`src/assert_macros.svh`:
```
// Assertion macros shared by the resampler modules.
`ifndef ASSERT_MACROS_SVH
`define ASSERT_MACROS_SVH

// The condition must hold at every clock edge outside reset.
`define LIR_ASSERT_HOLDS(label, cond, msg) \
    label: assert property (@(posedge clk) disable iff (!rst_n) (cond)) \
        else $error(msg);

// Whenever the antecedent holds, the consequent must hold in the same cycle.
`define LIR_ASSERT_IMPLIES(label, ante, cons, msg) \
    label: assert property (@(posedge clk) disable iff (!rst_n) (ante) |-> (cons)) \
        else $error(msg);

`endif

```
`src/lir_pkg.sv`:
```
// Shared types and constants of the linear interpolation resampler.
`timescale 1ns / 1ps

package lir_pkg;

    localparam int SAMPLE_BITS        = 24;
    localparam int RATIO_BITS         = 22;
    localparam int FRACTION_BITS_DEF  = 16;
    localparam int QUEUE_DEPTH        = 2;

    typedef logic signed [SAMPLE_BITS-1:0] sample_t;
    typedef logic signed [SAMPLE_BITS:0]   diff_t;

    typedef struct packed {
        logic signed [SAMPLE_BITS-1:0] sample;
        logic                          last;
    } in_item_t;

    typedef struct packed {
        logic signed [SAMPLE_BITS-1:0] sample_res;
        logic                          last_res;
    } out_item_t;

    // One classified source sample, handed from the front end to the back end.
    typedef struct packed {
        sample_t s0;
        sample_t s1;
        diff_t   diff;
        logic    fin;
        logic    first;
    } job_t;

    typedef struct packed {
        logic can_push;
        logic has_job;
    } q_stat_t;

    typedef enum logic [1:0] {
        B_IDLE,
        B_LOOP,
        B_ADD,
        B_DONE
    } back_state_t;

endpackage

```
`src/linear_interp_resampler.sv`:
```
// A source sample enters the job queue; when the sequencer is free it takes the job, forms each
// output and holds it until the next is formed; an output held as a possible final one waits.
// The sequencer works through the outputs of a source sample one after another and stalls
// while the output slot is full.
// A two-entry job queue lets input acceptance run ahead of the sequencer.
// Reset (rst_n low, asynchronous) clears the run state and sets the ratio to 1.0.
`timescale 1ns / 1ps

module linear_interp_resampler #(
    parameter int FRACTION_BITS = lir_pkg::FRACTION_BITS_DEF
) (
    input  logic                            clk,
    input  logic                            rst_n,
    input  logic                            cfg_valid,
    output logic                            cfg_ready,
    input  logic [lir_pkg::RATIO_BITS-1:0]  cfg_data,
    input  logic                            src_valid,
    output logic                            src_ready,
    input  lir_pkg::in_item_t               src_item,
    output logic                            res_valid,
    input  logic                            res_ready,
    output lir_pkg::out_item_t              res_item
);

    logic                        push;
    logic                        pop;
    lir_pkg::job_t               push_job;
    lir_pkg::job_t               pop_job;
    lir_pkg::q_stat_t            q_stat;
    logic [FRACTION_BITS+5:0]    ratio;

    lir_front #(
        .FRACTION_BITS(FRACTION_BITS)
    ) u_front (
        .clk       (clk),
        .rst_n     (rst_n),
        .cfg_valid (cfg_valid),
        .cfg_ready (cfg_ready),
        .cfg_data  (cfg_data),
        .src_valid (src_valid),
        .src_ready (src_ready),
        .src_item  (src_item),
        .q_stat    (q_stat),
        .push      (push),
        .push_job  (push_job),
        .ratio     (ratio)
    );

    lir_queue u_queue (
        .clk      (clk),
        .rst_n    (rst_n),
        .push     (push),
        .push_job (push_job),
        .pop      (pop),
        .pop_job  (pop_job),
        .q_stat   (q_stat)
    );

    lir_back #(
        .FRACTION_BITS(FRACTION_BITS)
    ) u_back (
        .clk       (clk),
        .rst_n     (rst_n),
        .ratio     (ratio),
        .q_stat    (q_stat),
        .pop_job   (pop_job),
        .pop       (pop),
        .res_valid (res_valid),
        .res_ready (res_ready),
        .res_item  (res_item)
    );

endmodule

```
`src/lir_front.sv`:
```
// Front end: ratio register, run tracking and classification of source samples.
`timescale 1ns / 1ps

module lir_front #(
    parameter int FRACTION_BITS = lir_pkg::FRACTION_BITS_DEF
) (
    input  logic                                clk,
    input  logic                                rst_n,
    input  logic                                cfg_valid,
    output logic                                cfg_ready,
    input  logic [lir_pkg::RATIO_BITS-1:0]      cfg_data,
    input  logic                                src_valid,
    output logic                                src_ready,
    input  lir_pkg::in_item_t                   src_item,
    input  lir_pkg::q_stat_t                    q_stat,
    output logic                                push,
    output lir_pkg::job_t                       push_job,
    output logic [FRACTION_BITS+5:0]            ratio
);

    localparam int POS_W = FRACTION_BITS + 6;
    localparam int CMP_W = (lir_pkg::RATIO_BITS > POS_W) ? lir_pkg::RATIO_BITS : POS_W;
    localparam logic [CMP_W-1:0] R_MIN = CMP_W'(1) << (FRACTION_BITS - 5);
    localparam logic [CMP_W-1:0] R_MAX = CMP_W'(1) << (FRACTION_BITS + 5);

    logic [POS_W-1:0]   ratio_reg, ratio_next;
    lir_pkg::sample_t   prev_reg, prev_next;
    logic               first_reg, first_next;
    logic [CMP_W-1:0]   cfg_ext;
    lir_pkg::sample_t   cur;

    assign cfg_ready = 1'b1;
    assign src_ready = q_stat.can_push;
    assign push      = src_valid && src_ready;
    assign ratio     = ratio_reg;
    assign cur       = src_item.sample;
    assign cfg_ext   = CMP_W'(cfg_data);

    // The ratio is stored already clamped to the range 1/32 .. 32.
    always_comb
    begin
        ratio_next = ratio_reg;
        if (cfg_valid)
        begin
            if (cfg_ext < R_MIN)
                ratio_next = POS_W'(R_MIN);
            else if (cfg_ext > R_MAX)
                ratio_next = POS_W'(R_MAX);
            else
                ratio_next = POS_W'(cfg_ext);
        end
    end

    always_comb
    begin
        prev_next  = prev_reg;
        first_next = first_reg;
        push_job.fin   = src_item.last;
        push_job.first = first_reg;
        push_job.s1    = cur;
        if (first_reg)
        begin
            push_job.s0   = cur;
            push_job.diff = '0;
        end
        else
        begin
            push_job.s0   = prev_reg;
            push_job.diff = (lir_pkg::SAMPLE_BITS+1)'(cur)
                          - (lir_pkg::SAMPLE_BITS+1)'(prev_reg);
        end
        if (push)
        begin
            prev_next  = cur;
            first_next = src_item.last;
        end
    end

    always_ff @(posedge clk or negedge rst_n)
    begin
        if (!rst_n)
        begin
            ratio_reg <= POS_W'(1) << FRACTION_BITS;
            prev_reg  <= '0;
            first_reg <= 1'b1;
        end
        else
        begin
            ratio_reg <= ratio_next;
            prev_reg  <= prev_next;
            first_reg <= first_next;
        end
    end

endmodule

```
`src/lir_queue.sv`:
```
// Short job queue between the front end and the back end.
`timescale 1ns / 1ps
`include "assert_macros.svh"

module lir_queue (
    input  logic              clk,
    input  logic              rst_n,
    input  logic              push,
    input  lir_pkg::job_t     push_job,
    input  logic              pop,
    output lir_pkg::job_t     pop_job,
    output lir_pkg::q_stat_t  q_stat
);

    localparam int DEPTH = lir_pkg::QUEUE_DEPTH;
    localparam int PTR_W = (DEPTH > 1) ? $clog2(DEPTH) : 1;
    localparam int CNT_W = $clog2(DEPTH + 1);

    lir_pkg::job_t     entry_reg [DEPTH];
    logic [PTR_W-1:0]  wr_ptr_reg, wr_ptr_next;
    logic [PTR_W-1:0]  rd_ptr_reg, rd_ptr_next;
    logic [CNT_W-1:0]  count_reg, count_next;

    assign q_stat.can_push = (count_reg != CNT_W'(DEPTH));
    assign q_stat.has_job  = (count_reg != '0);
    assign pop_job         = entry_reg[rd_ptr_reg];

    always_comb
    begin
        wr_ptr_next = wr_ptr_reg;
        rd_ptr_next = rd_ptr_reg;
        count_next  = count_reg;
        if (push)
            wr_ptr_next = (wr_ptr_reg == PTR_W'(DEPTH - 1)) ? '0 : wr_ptr_reg + 1'b1;
        if (pop)
            rd_ptr_next = (rd_ptr_reg == PTR_W'(DEPTH - 1)) ? '0 : rd_ptr_reg + 1'b1;
        if (push && !pop)
            count_next = count_reg + 1'b1;
        else if (pop && !push)
            count_next = count_reg - 1'b1;
    end

    always_ff @(posedge clk)
    begin
        if (push)
            entry_reg[wr_ptr_reg] <= push_job;
    end

    always_ff @(posedge clk or negedge rst_n)
    begin
        if (!rst_n)
        begin
            wr_ptr_reg <= '0;
            rd_ptr_reg <= '0;
            count_reg  <= '0;
        end
        else
        begin
            wr_ptr_reg <= wr_ptr_next;
            rd_ptr_reg <= rd_ptr_next;
            count_reg  <= count_next;
        end
    end

    `LIR_ASSERT_IMPLIES(a_no_push_when_full, push, count_reg != CNT_W'(DEPTH), "push into full queue")
    `LIR_ASSERT_IMPLIES(a_no_pop_when_empty, pop, count_reg != '0, "pop from empty queue")

endmodule

```
`src/lir_back.sv`:
```
// Back end: position sequencer, interpolation datapath and output hold stage.
`timescale 1ns / 1ps
`include "assert_macros.svh"

module lir_back #(
    parameter int FRACTION_BITS = lir_pkg::FRACTION_BITS_DEF
) (
    input  logic                      clk,
    input  logic                      rst_n,
    input  logic [FRACTION_BITS+5:0]  ratio,
    input  lir_pkg::q_stat_t          q_stat,
    input  lir_pkg::job_t             pop_job,
    output logic                      pop,
    output logic                      res_valid,
    input  logic                      res_ready,
    output lir_pkg::out_item_t        res_item
);

    localparam int POS_W  = FRACTION_BITS + 6;
    localparam int PROD_W = lir_pkg::SAMPLE_BITS + FRACTION_BITS + 2;
    localparam logic [POS_W-1:0]         ONE_POS = POS_W'(1) << FRACTION_BITS;
    localparam logic signed [PROD_W-1:0] HALF    = PROD_W'(1) << (FRACTION_BITS - 1);

    lir_pkg::back_state_t        state_reg, state_next;
    logic [POS_W-1:0]            pos_reg, pos_next;
    lir_pkg::sample_t            s0_reg, s0_next;
    lir_pkg::sample_t            s1_reg, s1_next;
    lir_pkg::diff_t              diff_reg, diff_next;
    logic                        fin_reg, fin_next;
    logic                        phase_b_reg, phase_b_next;
    logic                        gen_any_reg, gen_any_next;
    logic signed [PROD_W-1:0]    prod_reg, prod_next;
    logic                        pend_valid_reg, pend_valid_next;
    lir_pkg::sample_t            pend_reg, pend_next;
    logic                        out_valid_reg, out_valid_next;
    lir_pkg::out_item_t          out_reg, out_next;

    logic signed [FRACTION_BITS:0] frac_s;
    logic signed [PROD_W-1:0]      rounded;
    lir_pkg::sample_t              lerp_val;
    logic                          below_one;
    logic                          slot_free;
    logic                          needs_emit;

    assign res_valid = out_valid_reg;
    assign res_item  = out_reg;
    assign slot_free = !out_valid_reg || res_ready;
    assign below_one = pos_reg < ONE_POS;
    assign frac_s    = signed'({1'b0, pos_reg[FRACTION_BITS-1:0]});

    // Round half up, then take the floor; the sum always fits the sample width.
    assign rounded  = prod_reg + HALF;
    assign lerp_val = s0_reg + lir_pkg::sample_t'(rounded[FRACTION_BITS +: lir_pkg::SAMPLE_BITS]);

    // A finished job flushes the held output unless it may still be the final one.
    assign needs_emit = pend_valid_reg && (fin_reg || (gen_any_reg && below_one));

    always_comb
    begin
        state_next      = state_reg;
        pos_next        = pos_reg;
        s0_next         = s0_reg;
        s1_next         = s1_reg;
        diff_next       = diff_reg;
        fin_next        = fin_reg;
        phase_b_next    = phase_b_reg;
        gen_any_next    = gen_any_reg;
        prod_next       = prod_reg;
        pend_valid_next = pend_valid_reg;
        pend_next       = pend_reg;
        out_valid_next  = out_valid_reg && !res_ready;
        out_next        = out_reg;
        pop             = 1'b0;

        case (state_reg)
            lir_pkg::B_IDLE:
            begin
                if (q_stat.has_job)
                begin
                    pop          = 1'b1;
                    s0_next      = pop_job.s0;
                    s1_next      = pop_job.s1;
                    diff_next    = pop_job.diff;
                    fin_next     = pop_job.fin;
                    phase_b_next = pop_job.first;
                    gen_any_next = 1'b0;
                    if (pop_job.first)
                    begin
                        pos_next   = '0;
                        state_next = pop_job.fin ? lir_pkg::B_LOOP : lir_pkg::B_DONE;
                    end
                    else
                        state_next = lir_pkg::B_LOOP;
                end
            end

            lir_pkg::B_LOOP:
            begin
                if (below_one)
                begin
                    prod_next  = PROD_W'(frac_s) * PROD_W'(diff_reg);
                    pos_next   = pos_reg + ratio;
                    state_next = lir_pkg::B_ADD;
                end
                else if (!phase_b_reg)
                begin
                    pos_next = pos_reg - ONE_POS;
                    if (fin_reg)
                    begin
                        // Past the final sample the run holds its last value.
                        phase_b_next = 1'b1;
                        s0_next      = s1_reg;
                        diff_next    = '0;
                    end
                    else
                        state_next = lir_pkg::B_DONE;
                end
                else
                    state_next = lir_pkg::B_DONE;
            end

            lir_pkg::B_ADD:
            begin
                if (!pend_valid_reg || slot_free)
                begin
                    if (pend_valid_reg)
                    begin
                        out_valid_next      = 1'b1;
                        out_next.sample_res = pend_reg;
                        out_next.last_res   = 1'b0;
                    end
                    pend_valid_next = 1'b1;
                    pend_next       = lerp_val;
                    gen_any_next    = 1'b1;
                    state_next      = lir_pkg::B_LOOP;
                end
            end

            lir_pkg::B_DONE:
            begin
                if (!needs_emit || slot_free)
                begin
                    if (needs_emit)
                    begin
                        out_valid_next      = 1'b1;
                        out_next.sample_res = pend_reg;
                        out_next.last_res   = fin_reg;
                        pend_valid_next     = 1'b0;
                    end
                    if (fin_reg)
                        pos_next = '0;
                    state_next = lir_pkg::B_IDLE;
                end
            end

            default:
                state_next = lir_pkg::B_IDLE;
        endcase
    end

    always_ff @(posedge clk or negedge rst_n)
    begin
        if (!rst_n)
        begin
            state_reg      <= lir_pkg::B_IDLE;
            pos_reg        <= '0;
            fin_reg        <= 1'b0;
            phase_b_reg    <= 1'b0;
            gen_any_reg    <= 1'b0;
            pend_valid_reg <= 1'b0;
            out_valid_reg  <= 1'b0;
        end
        else
        begin
            state_reg      <= state_next;
            pos_reg        <= pos_next;
            fin_reg        <= fin_next;
            phase_b_reg    <= phase_b_next;
            gen_any_reg    <= gen_any_next;
            pend_valid_reg <= pend_valid_next;
            out_valid_reg  <= out_valid_next;
        end
    end

    always_ff @(posedge clk)
    begin
        s0_reg   <= s0_next;
        s1_reg   <= s1_next;
        diff_reg <= diff_next;
        prod_reg <= prod_next;
        pend_reg <= pend_next;
        out_reg  <= out_next;
    end

    `LIR_ASSERT_IMPLIES(a_gap_needs_hold, (state_reg == lir_pkg::B_IDLE) && !below_one, pend_valid_reg, "position beyond next sample without a held output")
    `LIR_ASSERT_IMPLIES(a_tail_is_flat, phase_b_reg && (state_reg == lir_pkg::B_ADD), diff_reg == '0, "tail repeat with nonzero slope")

endmodule
```
`config.mk`:
```
export PLATFORM = sky130hd
export DESIGN_NAME = linear_interp_resampler
export DESIGN_NICKNAME = d
export VERILOG_FILES = /design/src/lir_pkg.sv /design/src/linear_interp_resampler.sv /design/src/lir_front.sv /design/src/lir_queue.sv /design/src/lir_back.sv
export VERILOG_INCLUDE_DIRS = /design/src /design/src/src
export SDC_FILE = /design/constraint.sdc
export NUM_CORES = 2
export LEC_CHECK = 0
export BUFFER_PORTS_ARGS = -buffer_cell sky130_fd_sc_hd__buf_4
export CORE_AREA = 5 5 229 231
export DETAILED_ROUTE_END_ITERATION = 8
export DIE_AREA = 0 0 234 236
export PLACE_DENSITY = 0.81
export SKIP_CTS_REPAIR_TIMING = 1
export SLEW_MARGIN = 25
export SYNTH_ARGS = -nofsm -noshare
export SYNTH_HDL_FRONTEND = slang
export SYNTH_SLANG_ARGS = --single-unit
```
`constraint.sdc`:
```
create_clock -name clk -period 10.5 [get_ports clk]
set_clock_uncertainty 0.05 [all_clocks]
set_input_delay 2.1 -clock clk [delete_from_list [all_inputs] [get_ports clk]]
set_output_delay 2.1 -clock clk [all_outputs]
set_load 0.05 [all_outputs]
```
==> run metrics <==
Ys Warns 0; # rows 82; top cell type's share of synthesized area 28.98%; First DRT Iteration DRCs 1761; Die Wd 234 µm; CTS root buffer clkbuf_16; Via density 5.770; Crit Path Max Fanout 27; Initial Util 61.72%; Post-Syn Instances 2900; Slew headroom 29.98%; asr flop ratio synth 21.22%; crit end category flop; number of flops mapped to enable cells by yosys 297; first-pass GRT wire length 116.1 mm; Total Wirelength 70.81 mm; CP Data Required Time 10.75 ns; fill count 3643; n_diodes 0; global route total overflow 0; synth-to-layout area growth 8.537%; remaining antenna violation count after routing 0; Via Count 20.96k; CTS buffer count 38; IO Pins 80; synthesized area 30780 µm²; DRC viols 0; RSZ-0062 raised after global routing false; TritonCTS clock tree built; Die ar. 55220 µm²; worst-skew pair later-pin latency 0.56 ns; outcome finished, final reports clean; Die Y 236 µm; Max Cap Violations 0; layout cell share with drive strength beyond 1 7.770%; Worst path slowest cell dfrtp_1; Final Max Tran Viols 0; Crit Path Class reg2reg; max incr delay on CP 0.98 ns; number of flip-flops in the largest register 150; largest net degree at the start of global routing 79; Final Critical Period 6.926 ns; maximum clock rate 0.1444 GHz; min-delay worst type reg2reg; clock sinks 377; worst endpoint data arrival time 7.18 ns; slew of the pin with the lowest slew margin 1.050 ns; Synth area leaders edfxtp_1 29%, fa_1 25%, ha_1 6.8%, inv_1 6.4%, dfrtp_1 6.3%; clk slew on worst S/H paths 0.06 ns; first drt pass iteration count 6; gr usage total 26.32%; IO Port Bufs 78; Netlist cell types 80; Synth area leader edfxtp_1; CP Cell Sequence nand2_1 -> fa_1 -> fa_1 -> fa_1 -> inv_1 -> fa_1 -> fa_1 -> inv_1 -> fa_1 -> inv_1 -> ha_1 -> o21ai_0 -> a211oi_1 -> o2111ai_1 -> nand2_1 -> a31o_2 -> a21oi_1 -> a21oi_1 -> a21oi_1 -> xnor2_1; setup TNS 0 ns; most common cell in the synthesized netlist inv_1; Max clock buf depth 3; hold path depth 0; Seq/Total Area, Yosys 35.49%; htree depth 2; initial antenna violation count 0; number of global-route vias before repair 22.76k; Setup-failing EPs final 0; Crit path top cell by count fa_1; Synth Flop Type edfxtp_1; DP Wirelength 51.77 mm; GPL Wtd Cong 0.9025; Seq cells post-synth 377; startpoint types flop; DR WL/cell 19.50 µm; Final Hold Vio Count 0; Avg Cell Area, Syn 10.61 µm²; FF-to-FF path depth 20; total core area 49860 µm²; post-route clock period utilization 65.96%; number of nets in the layout 3529; Post-synth top cells 524 x inv_1, 386 x nand2_1, 380 x fa_1; Post-Syn Nets 3499
-- path summary, 6_finish.rpt --
kind                                            end  slack (ns)               start
worst max-delay path            u_back.prod_reg[39]        3.57   u_back.pos_reg[2]
worst min register to register   u_back.res_item[3]        0.37  u_back.pend_reg[2]
max in group asynchronous        u_queue.rd_ptr_reg        7.84               rst_n
worst min-delay path             u_back.res_item[3]        0.37  u_back.pend_reg[2]
worst max register to register  u_back.prod_reg[39]        3.57   u_back.pos_reg[2]
min in group asynchronous       u_front.prev_reg[9]        1.33               rst_n
-- metrics by stage --
stage | utilization, % | instances | worst slack, ns | hold WS [ns] | instance area (µm²)
floorplan | - | 2900 | 4.318 | 0.3503 | 30780
global placement | 64.14 | 3560 | 3.845 | 0.3535 | 31980
detailed placement | 64.15 | 3560 | 3.594 | 0.3545 | 31990
CTS | 66.91 | 3630 | 3.577 | 0.3698 | 33360
global route | 66.99 | 3632 | 3.346 | 0.3764 | 33400
finish | 66.99 | 3632 | 3.574 | 0.3685 | 33400
-- cells in the final DEF, fill, tap and decap left out, types with 20 or more instances in the layout --
cell,instances
inv_1,524
nand2_1,386
fa_1,380
edfxtp_1,297
ha_1,167
and2_1,152
o21ai_0,131
nor2_1,121
buf_4,95
xnor2_1,83
dfrtp_1,74
a21oi_1,67
mux2i_1,52
clkbuf_16,39
mux2_2,32
nand3_1,29
xor2_1,27
nor3_1,23
a21o_1,20
-- area by class of cell --
cell class	count	area [µm²]	share of cell area, %
clock buffers	49	1037	3.105
repair buffers	97	753.2	2.255
clock inverters	21	336.6	1.008
flip-flops and latches	377	10930	32.72
well taps	672	840.8	2.517
multi-input cells	1892	17540	52.51
inverters	524	1967	5.888
-- cells by family (layout without fill, tap and decap cells) --
family,count (synthesis),after routing,synth area share [%]
AO/OA/AOI/OAI,352,352,7.289
XOR/XNOR,110,110,3.130
adder cells (fa/ha/maj),547,547,31.51
buffers and inverters,631,691,7.708
flip-flops,377,377,35.49
multiplexers,84,84,2.862
other,1,1,0.01218
AND/OR/NAND/NOR,798,798,12.00
-- layer usage --
| layer | up-vias | part of all wire, % | global-route usage [%] |
|---|---|---|---|
| met2 | 773 | 51 | 45.37 |
| met5 | - | 0 | 0 |
| li1 | 9390 | - | - |
| met4 | 0 | 3.6 | 8.952 |
| met3 | 180 | 6.9 | 4.486 |
| met1 | 10610 | 39 | 33.90 |
-- critical path, delay by kind of cell, from the launching register on --
kind	cells	cell delay [ns]
buffers and inverters	3	0.14
AND/OR/NAND/NOR	2	0.51
flip-flops	1	0.98
adder cells (fa/ha/maj)	7	3.35
AO/OA/AOI/OAI	7	1.48
XOR/XNOR	1	0.13
Power is left out: the tool's default activity adds up to more than one toggle a clock period on the data nets, which glitch-free logic cannot reach.
